### src/rtl/mhp_pkg.sv
// Shared types and constants of the MOT header parser.
package mhp_pkg;

  // Default cap on emitted content-name bytes.
  localparam int NAME_LIMIT_DEF = 31;

  // Depth of the result queue; a power of two, at least two.
  localparam int RES_DEPTH = 4;

  localparam int POS_W = 13;
  localparam logic [POS_W-1:0] POS_MAX = 13'h1FFF;
  localparam logic [POS_W-1:0] CORE_LEN = 13'd7;

  // PLI classes of an extension parameter.
  localparam logic [1:0] PLI_NONE = 2'd0;
  localparam logic [1:0] PLI_ONE = 2'd1;
  localparam logic [1:0] PLI_FOUR = 2'd2;
  localparam logic [1:0] PLI_VAR = 2'd3;

  localparam logic [5:0] PARAM_CONTENT_NAME = 6'd12;

  // Result kinds.
  localparam logic KIND_NAME = 1'b0;
  localparam logic KIND_SUMMARY = 1'b1;

  typedef struct packed {
    logic        kind;
    logic [7:0]  name_char;
    logic [3:0]  name_charset;
    logic [4:0]  name_pos;
    logic [12:0] hdr_size;
    logic [27:0] obj_body_size;
    logic [5:0]  content_kind;
    logic [8:0]  content_sub;
    logic        core_ok;
  } mhp_result_t;

  typedef struct packed {
    logic        vld;
    mhp_result_t data;
  } mhp_res_req_t;

endpackage

### src/rtl/mhp_ifs.sv
// Valid/ready channel interfaces for header bytes and parser results.
interface mhp_in_if;
  logic       valid;
  logic       ready;
  logic [7:0] byte_in;
  logic       last_byte;

  modport source (output valid, output byte_in, output last_byte, input ready);
  modport sink (input valid, input byte_in, input last_byte, output ready);
endinterface

interface mhp_out_if;
  logic        valid;
  logic        ready;
  logic        kind;
  logic [7:0]  name_char;
  logic [3:0]  name_charset;
  logic [4:0]  name_pos;
  logic [12:0] hdr_size;
  logic [27:0] obj_body_size;
  logic [5:0]  content_kind;
  logic [8:0]  content_sub;
  logic        core_ok;

  modport source (
    output valid, output kind, output name_char, output name_charset, output name_pos,
    output hdr_size, output obj_body_size, output content_kind, output content_sub,
    output core_ok, input ready
  );
  modport sink (
    input valid, input kind, input name_char, input name_charset, input name_pos,
    input hdr_size, input obj_body_size, input content_kind, input content_sub,
    input core_ok, output ready
  );
endinterface

### src/rtl/mhp_parse.sv
// Per-byte header state machine: core field capture, parameter skipping, name extraction.
module mhp_parse
  import mhp_pkg::*;
#(
  parameter int NAME_LIMIT = NAME_LIMIT_DEF
) (
  input  logic         clk,
  input  logic         rst_n,
  input  logic         go,
  input  logic [7:0]   byte_in,
  input  logic         last_byte,
  output mhp_res_req_t res_name,
  output mhp_res_req_t res_sum
);

  localparam int CNT_W = $clog2(NAME_LIMIT + 1);

  typedef enum logic [2:0] {
    PH_CORE, PH_START, PH_LEN1, PH_LEN2, PH_SKIP, PH_CHARSET, PH_NAME, PH_DONE
  } phase_t;

  phase_t             phase_r, phase_nxt;
  logic [POS_W-1:0]   byte_pos_r, byte_pos_nxt;
  logic [14:0]        skip_left_r, skip_left_nxt;
  logic [6:0]         len_high_r, len_high_nxt;
  logic [5:0]         param_code_r, param_code_nxt;
  logic [12:0]        hdr_r, hdr_nxt;
  logic [27:0]        body_r, body_nxt;
  logic [14:0]        type_r, type_nxt;
  logic [3:0]         charset_r, charset_nxt;
  logic [CNT_W-1:0]   name_count_r, name_count_nxt;
  logic [14:0]        body_len;
  logic               body_start;
  logic               emit_name;

  always_comb begin
    phase_nxt = phase_r;
    skip_left_nxt = skip_left_r;
    len_high_nxt = len_high_r;
    param_code_nxt = param_code_r;
    hdr_nxt = hdr_r;
    body_nxt = body_r;
    type_nxt = type_r;
    charset_nxt = charset_r;
    name_count_nxt = name_count_r;
    body_len = '0;
    body_start = 1'b0;
    emit_name = 1'b0;

    case (phase_r)
      PH_CORE: begin
        case (byte_pos_r)
          13'd0: body_nxt = body_r | {byte_in, 20'd0};
          13'd1: body_nxt = body_r | {8'd0, byte_in, 12'd0};
          13'd2: body_nxt = body_r | {16'd0, byte_in, 4'd0};
          13'd3: begin
            body_nxt = body_r | {24'd0, byte_in[7:4]};
            hdr_nxt = hdr_r | {byte_in[3:0], 9'd0};
          end
          13'd4: hdr_nxt = hdr_r | {4'd0, byte_in, 1'b0};
          13'd5: begin
            hdr_nxt = hdr_r | {12'd0, byte_in[7]};
            type_nxt = type_r | {byte_in[6:1], byte_in[0], 8'd0};
          end
          default: begin
            type_nxt = type_r | {7'd0, byte_in};
            phase_nxt = PH_START;
          end
        endcase
      end
      PH_START: begin
        if (byte_pos_r >= hdr_r) begin
          phase_nxt = PH_DONE;
        end else begin
          param_code_nxt = byte_in[5:0];
          case (byte_in[7:6])
            PLI_NONE: ;
            PLI_ONE: begin
              skip_left_nxt = 15'd1;
              phase_nxt = PH_SKIP;
            end
            PLI_FOUR: begin
              skip_left_nxt = 15'd4;
              phase_nxt = PH_SKIP;
            end
            default: phase_nxt = PH_LEN1;
          endcase
        end
      end
      PH_LEN1: begin
        if (byte_in[7]) begin
          len_high_nxt = byte_in[6:0];
          phase_nxt = PH_LEN2;
        end else begin
          body_len = {8'd0, byte_in[6:0]};
          body_start = 1'b1;
        end
      end
      PH_LEN2: begin
        body_len = {len_high_r, byte_in};
        body_start = 1'b1;
      end
      PH_SKIP: begin
        skip_left_nxt = skip_left_r - 15'd1;
        if (skip_left_nxt == '0) phase_nxt = PH_START;
      end
      PH_CHARSET: begin
        charset_nxt = byte_in[7:4];
        name_count_nxt = '0;
        skip_left_nxt = skip_left_r - 15'd1;
        phase_nxt = (skip_left_nxt == '0) ? PH_START : PH_NAME;
      end
      PH_NAME: begin
        if (name_count_r < CNT_W'(NAME_LIMIT)) begin
          name_count_nxt = name_count_r + 1'b1;
          emit_name = 1'b1;
        end
        skip_left_nxt = skip_left_r - 15'd1;
        if (skip_left_nxt == '0) phase_nxt = PH_START;
      end
      default: ;
    endcase

    // A zero-length body goes straight on to the next parameter.
    if (body_start) begin
      skip_left_nxt = body_len;
      if (body_len == '0) phase_nxt = PH_START;
      else if (param_code_r == PARAM_CONTENT_NAME) phase_nxt = PH_CHARSET;
      else phase_nxt = PH_SKIP;
    end

    byte_pos_nxt = (byte_pos_r != POS_MAX) ? byte_pos_r + 1'b1 : byte_pos_r;
  end

  always_comb begin
    res_name.vld = go && emit_name;
    res_name.data = '0;
    res_name.data.kind = KIND_NAME;
    res_name.data.name_char = byte_in;
    res_name.data.name_charset = charset_r;
    res_name.data.name_pos = 5'(name_count_nxt);

    res_sum.vld = go && last_byte;
    res_sum.data = '0;
    res_sum.data.kind = KIND_SUMMARY;
    res_sum.data.hdr_size = hdr_nxt;
    res_sum.data.obj_body_size = body_nxt;
    res_sum.data.content_kind = type_nxt[14:9];
    res_sum.data.content_sub = type_nxt[8:0];
    res_sum.data.core_ok = (byte_pos_nxt >= CORE_LEN);
  end

  // The last byte of a segment returns the parser to its reset state.
  always_ff @(posedge clk) begin
    if (!rst_n || (go && last_byte)) begin
      phase_r <= PH_CORE;
      byte_pos_r <= '0;
      skip_left_r <= '0;
      len_high_r <= '0;
      param_code_r <= '0;
      hdr_r <= '0;
      body_r <= '0;
      type_r <= '0;
      charset_r <= '0;
      name_count_r <= '0;
    end else if (go) begin
      phase_r <= phase_nxt;
      byte_pos_r <= byte_pos_nxt;
      skip_left_r <= skip_left_nxt;
      len_high_r <= len_high_nxt;
      param_code_r <= param_code_nxt;
      hdr_r <= hdr_nxt;
      body_r <= body_nxt;
      type_r <= type_nxt;
      charset_r <= charset_nxt;
      name_count_r <= name_count_nxt;
    end
  end

  a_name_only_in_name_phase: assert property (@(posedge clk) disable iff (!rst_n)
    res_name.vld |-> phase_r == PH_NAME)
    else $error("name byte emitted outside the name phase");

  a_segment_end_clears: assert property (@(posedge clk) disable iff (!rst_n)
    (go && last_byte) |=> (phase_r == PH_CORE && byte_pos_r == '0))
    else $error("parser state not cleared after the last byte of a segment");

endmodule

### src/rtl/mhp_res_fifo.sv
// Result queue: takes up to two results per cycle, hands out one per cycle while out_ready is high.
module mhp_res_fifo
  import mhp_pkg::*;
#(
  parameter int DEPTH = RES_DEPTH
) (
  input  logic         clk,
  input  logic         rst_n,
  input  mhp_res_req_t push_a,
  input  mhp_res_req_t push_b,
  output logic         room,
  output logic         out_valid,
  input  logic         out_ready,
  output mhp_result_t  out_data
);

  localparam int PTR_W = $clog2(DEPTH);
  localparam int CNT_W = $clog2(DEPTH + 1);

  mhp_result_t      mem_r [DEPTH];
  logic [PTR_W-1:0] wr_ptr_r, rd_ptr_r, wr_b_ptr;
  logic [CNT_W-1:0] count_r, push_n;
  logic             pop;

  assign push_n = CNT_W'(push_a.vld) + CNT_W'(push_b.vld);
  assign pop = out_valid && out_ready;
  assign out_valid = (count_r != '0);
  assign out_data = mem_r[rd_ptr_r];
  // Room means a byte carrying both a name byte and a summary still fits.
  assign room = (count_r <= CNT_W'(DEPTH - 2));
  assign wr_b_ptr = push_a.vld ? wr_ptr_r + 1'b1 : wr_ptr_r;

  always_ff @(posedge clk) begin
    if (push_a.vld) mem_r[wr_ptr_r] <= push_a.data;
    if (push_b.vld) mem_r[wr_b_ptr] <= push_b.data;
  end

  always_ff @(posedge clk) begin
    if (!rst_n) begin
      wr_ptr_r <= '0;
      rd_ptr_r <= '0;
      count_r <= '0;
    end else begin
      wr_ptr_r <= wr_ptr_r + PTR_W'(push_n);
      if (pop) rd_ptr_r <= rd_ptr_r + 1'b1;
      count_r <= count_r + push_n - CNT_W'(pop);
    end
  end

  a_count_in_range: assert property (@(posedge clk) disable iff (!rst_n)
    count_r <= CNT_W'(DEPTH))
    else $error("result queue count out of range");

  a_push_needs_room: assert property (@(posedge clk) disable iff (!rst_n)
    (push_a.vld || push_b.vld) |-> room)
    else $error("result pushed without two free entries");

endmodule

### src/rtl/mot_header_parser_core.sv
// Top level of the MOT header parser: input register, parser and result queue.
//
// The parser takes one header byte per cycle while the result queue has room,
// and returns to its reset state after the byte flagged as last. A byte
// enters an input register, is parsed from there, and its results go into a
// four-entry result queue whose head is offered on the output. Each
// content-name byte up to the name cap gives one result and the last byte
// adds a summary, so one byte can give two results. A byte is parsed only
// while the queue has two free entries; with the output side taking one
// result per cycle a new byte is accepted in every cycle.
module mot_header_parser_core
  import mhp_pkg::*;
#(
  parameter int NAME_LIMIT = NAME_LIMIT_DEF
) (
  input  logic        clk,
  input  logic        rst_n,
  mhp_in_if.sink      in_chan,
  mhp_out_if.source   out_chan
);

  logic         s1_vld_r;
  logic [7:0]   s1_byte_r;
  logic         s1_last_r;
  logic         room;
  logic         go;
  mhp_res_req_t res_name, res_sum;
  mhp_result_t  head;

  assign go = s1_vld_r && room;
  assign in_chan.ready = !s1_vld_r || room;

  always_ff @(posedge clk) begin
    if (!rst_n) begin
      s1_vld_r <= 1'b0;
    end else if (in_chan.ready) begin
      s1_vld_r <= in_chan.valid;
    end
  end

  always_ff @(posedge clk) begin
    if (in_chan.ready && in_chan.valid) begin
      s1_byte_r <= in_chan.byte_in;
      s1_last_r <= in_chan.last_byte;
    end
  end

  mhp_parse #(
    .NAME_LIMIT(NAME_LIMIT)
  ) u_parse (
    .clk      (clk),
    .rst_n    (rst_n),
    .go       (go),
    .byte_in  (s1_byte_r),
    .last_byte(s1_last_r),
    .res_name (res_name),
    .res_sum  (res_sum)
  );

  mhp_res_fifo #(
    .DEPTH(RES_DEPTH)
  ) u_res_fifo (
    .clk      (clk),
    .rst_n    (rst_n),
    .push_a   (res_name),
    .push_b   (res_sum),
    .room     (room),
    .out_valid(out_chan.valid),
    .out_ready(out_chan.ready),
    .out_data (head)
  );

  assign out_chan.kind = head.kind;
  assign out_chan.name_char = head.name_char;
  assign out_chan.name_charset = head.name_charset;
  assign out_chan.name_pos = head.name_pos;
  assign out_chan.hdr_size = head.hdr_size;
  assign out_chan.obj_body_size = head.obj_body_size;
  assign out_chan.content_kind = head.content_kind;
  assign out_chan.content_sub = head.content_sub;
  assign out_chan.core_ok = head.core_ok;

endmodule

### src/flat_wrapper.sv
// flat-port wrapper written by rule: the top's interface ports become plain ports
module mot_header_parser_core_flat import mhp_pkg::*;
#(
  parameter int NAME_LIMIT = NAME_LIMIT_DEF
)
  (clk, rst_n, in_chan_valid, in_chan_byte_in, in_chan_last_byte, in_chan_ready, out_chan_valid, out_chan_kind, out_chan_name_char, out_chan_name_charset, out_chan_name_pos, out_chan_hdr_size, out_chan_obj_body_size, out_chan_content_kind, out_chan_content_sub, out_chan_core_ok, out_chan_ready);
  mhp_in_if in_chan_i ();
  mhp_out_if out_chan_i ();
  input  logic clk;
  input  logic rst_n;
  input wire logic [$bits(in_chan_i.valid)-1:0] in_chan_valid;
  input wire logic [$bits(in_chan_i.byte_in)-1:0] in_chan_byte_in;
  input wire logic [$bits(in_chan_i.last_byte)-1:0] in_chan_last_byte;
  output wire logic [$bits(in_chan_i.ready)-1:0] in_chan_ready;
  output wire logic [$bits(out_chan_i.valid)-1:0] out_chan_valid;
  output wire logic [$bits(out_chan_i.kind)-1:0] out_chan_kind;
  output wire logic [$bits(out_chan_i.name_char)-1:0] out_chan_name_char;
  output wire logic [$bits(out_chan_i.name_charset)-1:0] out_chan_name_charset;
  output wire logic [$bits(out_chan_i.name_pos)-1:0] out_chan_name_pos;
  output wire logic [$bits(out_chan_i.hdr_size)-1:0] out_chan_hdr_size;
  output wire logic [$bits(out_chan_i.obj_body_size)-1:0] out_chan_obj_body_size;
  output wire logic [$bits(out_chan_i.content_kind)-1:0] out_chan_content_kind;
  output wire logic [$bits(out_chan_i.content_sub)-1:0] out_chan_content_sub;
  output wire logic [$bits(out_chan_i.core_ok)-1:0] out_chan_core_ok;
  input wire logic [$bits(out_chan_i.ready)-1:0] out_chan_ready;
  assign in_chan_i.valid = in_chan_valid;
  assign in_chan_i.byte_in = in_chan_byte_in;
  assign in_chan_i.last_byte = in_chan_last_byte;
  assign in_chan_ready = in_chan_i.ready;
  assign out_chan_valid = out_chan_i.valid;
  assign out_chan_kind = out_chan_i.kind;
  assign out_chan_name_char = out_chan_i.name_char;
  assign out_chan_name_charset = out_chan_i.name_charset;
  assign out_chan_name_pos = out_chan_i.name_pos;
  assign out_chan_hdr_size = out_chan_i.hdr_size;
  assign out_chan_obj_body_size = out_chan_i.obj_body_size;
  assign out_chan_content_kind = out_chan_i.content_kind;
  assign out_chan_content_sub = out_chan_i.content_sub;
  assign out_chan_core_ok = out_chan_i.core_ok;
  assign out_chan_i.ready = out_chan_ready;
  mot_header_parser_core #(.NAME_LIMIT(NAME_LIMIT)) u_core (.clk(clk), .rst_n(rst_n), .in_chan(in_chan_i), .out_chan(out_chan_i));
endmodule
### config.mk
export PLATFORM = sky130hd
export DESIGN_NAME = mot_header_parser_core_flat
export DESIGN_NICKNAME = d
export VERILOG_FILES = /design/src/rtl/mhp_pkg.sv /design/src/rtl/mhp_ifs.sv /design/src/rtl/mhp_parse.sv /design/src/rtl/mhp_res_fifo.sv /design/src/rtl/mot_header_parser_core.sv /design/src/flat_wrapper.sv
export SDC_FILE = /design/constraint.sdc
export NUM_CORES = 1
export LEC_CHECK = 0
export ABC_AREA = 1
export BUFFER_PORTS_ARGS = -buffer_cell sky130_fd_sc_hd__buf_2
export CORE_UTILIZATION = 25
export DETAILED_ROUTE_END_ITERATION = 8
export GPL_TIMING_DRIVEN = 0
export PLACE_DENSITY = 0.39
export REMOVE_ABC_BUFFERS = 1
export SETUP_SLACK_MARGIN = 0.2
export SLEW_MARGIN = 15
export SYNTH_ARGS = -nofsm -noshare
export SYNTH_HDL_FRONTEND = slang
export SYNTH_SLANG_ARGS = --single-unit
### constraint.sdc
create_clock -name clk -period 3.7 [get_ports clk]
set_clock_uncertainty 0.15 [all_clocks]
set_input_delay 0.185 -clock clk [delete_from_list [all_inputs] [get_ports clk]]
set_output_delay 0.185 -clock clk [all_outputs]
set_load 0.02 [all_outputs]
# == Word level (Yosys, flattened, before mapping) ==
# Memory sizes are Yosys's and may differ from the RTL's. A register that Yosys moved wholly into a read port is not among the register bits.
# Index checks and enable logic that the tools add are counted.
# totals
ff_bits,126
ramBits,300
input_bits,13
out_inout_bits,77
word_cells,124
memories,1
# mem_list
name,depth,word_bits,rd,rd_ports_with_merged_regs,wr,line,text
u_core.u_res_fifo.mem_r,4,75,1,1,2,mhp_res_fifo.sv:20,mhp_result_t mem_r [DEPTH];
# classes
addsub,9
n_lt_le_gt_ge,4
eq_ne,21
muxes,36
bitwise,10
reduce_logical,27
# op_table
cell,count
case mux 15 bit (2 select lines),4
case mux 28 bit (4 select lines),1
two-way mux 15 bit,3
case mux 13 bit (3 select lines),1
zero test 15 bit,2
two-way mux 28 bit,1
bitwise OR 28 x 12 -> 28 bit,1
bitwise OR 28 x 20 -> 28 bit,1
bitwise OR 28 bit,1
bitwise OR 28 x 4 -> 28 bit,1
equality test 13 x 2 -> 1 bit (second input constant),2
equality test 13 x 3 -> 1 bit (second input constant),2
two-way mux 13 bit,2
two-way mux 3 bit,7
bitwise OR 15 bit,1
bitwise OR 15 x 8 -> 15 bit,1
case mux 3 bit (5 select lines),1
subtractor 15 x 1 -> 15 bit (second input constant),1
adder 13 x 1 -> 13 bit (second input constant),1
equality test 13 x 1 -> 1 bit (second input constant),1
greater-or-equal comparator 13 bit,1
greater-or-equal comparator 13 x 3 -> 1 bit (second input constant),1
zero test 13 bit,1
!= test 13 bit (second input constant),1
44 further kinds,68

# == Logic depth before layout (Yosys ltp) ==
# logic_depth
depth_word,7
depth_mapped,16
ltp_nobuf,16

# == Modules after synthesis ==
# A second synthesis with hierarchy kept.
# unflattened
cells_unflattened,2730
area_unflattened_um2,22933.2
# by_module_without_submodules
module,n_inst,cells_each,area_per_inst_um2,seq_area_each_um2
mhp_res_fifo,1,1814,15982.8,9188.8
mhp_parse,1,898,6621.4,2182.1
mot_header_parser_core,1,18,329.1,290.3

# == Worst setup path before layout ==
# No wires, ideal clock.
# synth_path
path_kind,register to register
start,register u_core.u_res_fifo.count_r[0]
end,"memory u_core.u_res_fifo.mem_r[0][0] (netlist name), enable pin"
setup_ps,416
t_arrival_ps,3064
t_required_ps,3134
setup_slack_ps,70
path_stages_with_launch,14
path_buffers,1
synth_period_minus_slack_ps,3630
cell_sequence,dfxtp_1 a21oi_2 inv_2 nor2_4 inv_2 nor3_4 inv_2 nand2_1 o21ai_1 or2_4 nor2_4 inv_2 buf_6 nand2_1
# synth_lines
item,line,text
"start, declared",mhp_res_fifo.sv:22,"logic [CNT_W-1:0] count_r, push_n;"
"start signal, assigned",mhp_res_fifo.sv:46,count_r <= count_r + push_n - CNT_W'(pop);
"end, declared",mhp_res_fifo.sv:20,

==> out/qor.csv <==
metric,value,unit
r2r_start,u_core.u_res_fifo.count_r[0],
reg2regPathDepth,17,
die_h,279.4,µm
finalSetupViolations,0,
ys_ff_latch,428,
period_share,90.37,%
synth_ff_type,edfxtp_1,
whs,0.1391,ns
layout_setup_ws,0.3563,ns
wl_per_cell,19.81,µm
path_delay_family,buffers and inverters,
cts.path.max_buffers,3,
peakVddDrop,0.3608,mV
status,"finished, final reports clean",
path_max_fanout,26,
design_area,23160,µm²
holdCritPathClass,primary input to register,
min_to,u_core.s1_last_r,
port_buffers,89,
drtAntennaViolNets,0,
via_count,15540,
grt_use_total,16.62,%
start_kind,register,
fp.dieW,279.4,µm
rsz0062_at_grt,no,
dp_hpwl,36.31,mm
fin_crit,3.344,ns
final.fill_count,8105,
synth.avg_cell_area,8.770,µm²
cellPowerDensity,611.1,nW/µm²
antenna_found_initial,2,
async_flop_share,0,%
arrival,3.49,ns
holdCritStartpoint,in_chan_last_byte,
hold_depth,2,
crit_chain,a21oi_2 > inv_2 > nor2_4 > buf_12 > inv_8 > buf_16 > nor3_4 > buf_12 > inv_2 > nand2_1 > o21ai_2 > or2_4 > nor2_4 > inv_8 > buf_16 > nand2_8 > buf_16,
end_kind,register,
ys_warn_count,0,
cap_violations,0,
grt-ovfl-total,0,
synth.cell_area,19230,µm²
maxSlewViolCount,0,
cts_buffers,52,
rows,101,
clk_pin_slew_worst_paths,0.06,ns
rr_endpoint,u_core.u_res_fifo.mem_r[0][27],
cp_slowest_cell,dfxtp_1,
postPlaceCellArea,20780,µm²
cpMostUsedCell,buf_16,
gp_congestion,0.8252,
layout.nets,2320,
worst_pin_slew,1.008,ns
cts_tree,yes,
synth_edf_count,237,
fin_util,30.44,%
grt_pass1_wl,97.40,mm
max_stage_delay,0.34,ns
antenna_cells,0,
grt_max_degree,123,
routed_wirelength,66.30,mm
synthCells,2193,
power.leakage,8.605,nW
core-area,76080,µm²
relSlewSlack,32.32,%
first_global_vias,15510,
dr.pass1.iters,5,
cts_sinks,428,
initial_core_util,25.28,%
synth.distinct_cells,39,
ys_seq_area_share,56.88,%
power,14.15,mW
dpl_worst_slack,-1.449,ns
areaGrowthSynthToFinish,20.40,%
worstSetupPathType,register to register,
final_hold_viol_count,0,
first_iter_violations,1015,
clk_latency,0.60,ns
cp.required,3.85,ns
drcViolationCount,0,
clockRootBuffer,clkbuf_16,
dieArea,78050,µm²
ff2ff_setup_slack,0.36,ns
fmax,0.2991,GHz
viasPerCell,4.642,
critPathBufInv,9,
htree_num_levels,2,
num_io_pins,90,
layout-drive-gt1-share,10.92,%
cell type report:
type	instances	area [µm²]	share of cell area [%]
Inverter	217	894.6	3.863
Clock buffer	80	1529	6.603
Multi-Input combinational cell	1433	7022	30.32
Timing Repair Buffer	141	1338	5.776
Tap cell	1030	1289	5.565
Clock inverter	17	131.4	0.5673
Timing Repair inverter	1	6.256	0.02702
Sequential cell	428	10950	47.28
cell usage after synthesis (18+ instances only):
| master | number | area share (%) |
|---|---|---|
| nand2_1 | 297 | 5.8 |
| o22ai_1 | 75 | 2.4 |
| edfxtp_1 | 237 | 37 |
| clkbuf_1 | 79 | 1.5 |
| nor2_1 | 475 | 9.3 |
| buf_6 | 18 | 1.1 |
| nand3_1 | 21 | 0.55 |
| dfxtp_1 | 191 | 20 |
| ha_1 | 32 | 2.1 |
| inv_1 | 199 | 3.9 |
| o21ai_0 | 276 | 7.2 |
| a211oi_1 | 53 | 2.1 |
| a21oi_1 | 126 | 3.3 |
placed cells by master (no fill, tap or decap), types with 7 or more instances in the layout:
| cell | n |
|---|---|
| a211oi_1 | 53 |
| edfxtp_1 | 237 |
| clkbuf_8 | 8 |
| o22ai_1 | 74 |
| nand2_1 | 287 |
| dlygate4sd3_1 | 13 |
| a22oi_1 | 7 |
| nor3_1 | 10 |
| clkbuf_1 | 18 |
| a21oi_1 | 126 |
| nor2_1 | 474 |
| clkinv_2 | 10 |
| ha_1 | 32 |
| buf_12 | 8 |
| buf_4 | 11 |
| xor2_1 | 11 |
| dfxtp_1 | 189 |
| clkbuf_16 | 56 |
| nand4_1 | 11 |
| buf_2 | 89 |
| nand3_1 | 20 |
| inv_1 | 197 |
| buf_16 | 12 |
| o21ai_0 | 276 |
per-layer routing:
layer,track usage (%),routed length (µm),vias to the layer above
met5,0,0,-
met4,5.058,1652,0
met3,2.544,3235,90
met2,27.50,30970,383
met1,22.28,30440,7525
li1,-,-,7539
kinds of logic (layout without fill, tap and decap cells):
family | Yosys count | after routing | share of synthesized area, %
buffers and inverters | 336 | 456 | 7.377
AO/OA/AOI/OAI | 551 | 551 | 15.78
AND/OR/NAND/NOR | 830 | 834 | 17.00
adder cells (fa/ha/maj) | 33 | 33 | 2.186
XOR/XNOR | 15 | 15 | 0.7807
flip-flops | 428 | 428 | 56.88
what timing repair did:
item	in CTS	in global routing
setup buffers	15	3
pin swaps	7	3
endpoints found under the hold margin	28	0
setup endpoints to repair	533	225
hold buffers	13	0
cloned	10	2
resized for setup	26	12
power breakdown:
| part | leakage (nW) | switching [mW] | internal [mW] | total (mW) |
|---|---|---|---|---|
| Clock | 0.819 | 2.08 | 2.92 | 5.00 |
| Sequential | 3.92 | 0.234 | 5.17 | 5.40 |
| Combinational | 3.86 | 2.69 | 1.07 | 3.75 |
sequential cells by signal (all words and copies together) (netlist names), named ones only:
| register | cells |
|---|---|
| u_core.s1_vld_r | 1 |
| u_core.u_res_fifo.rd_ptr_r | 2 |
| u_core.s1_byte_r | 8 |
| u_core.u_res_fifo.count_r | 3 |
| u_core.u_parse.param_code_r | 6 |
| u_core.s1_last_r | 1 |
| u_core.u_parse.len_high_r | 7 |
| u_core.u_parse.name_count_r | 5 |
| u_core.u_parse.phase_r | 3 |
| u_core.u_parse.hdr_r | 13 |
| u_core.u_res_fifo.mem_r | 300 |
| u_core.u_res_fifo.wr_ptr_r | 2 |
| u_core.u_parse.type_r | 15 |
| u_core.u_parse.byte_pos_r | 13 |
| u_core.u_parse.body_r | 28 |
| u_core.u_parse.charset_r | 4 |
| u_core.u_parse.skip_left_r | 15 |
how the worst max path moves through the flow:
stage                                  from                              to  slack, ns  depth (start not counted)
6_report       u_core.u_res_fifo.count_r[0]  u_core.u_res_fifo.mem_r[0][27]       0.36                         17
5_1_grt        u_core.u_res_fifo.count_r[0]  u_core.u_res_fifo.mem_r[0][56]       0.26                         17
4_1_cts        u_core.u_res_fifo.count_r[0]  u_core.u_res_fifo.mem_r[2][14]       0.21                         16
3_5_place_dp   u_core.u_res_fifo.count_r[0]  u_core.u_res_fifo.mem_r[3][21]      -1.45                         13
3_3_place_gp                       register        out_chan_content_kind[3]      -9.43                          4
2_1_floorplan                      register        out_chan_content_kind[0]      -2.14                          3
per-stage QoR:
step	TNS, ns	instances
CTS	0	3342
global route	0	3347
finish	0	3347
global placement	-2218.39	3193
floorplan	-337.85	2074
detailed placement	-428.24	3207
Power figures use the tool's default switching activity.
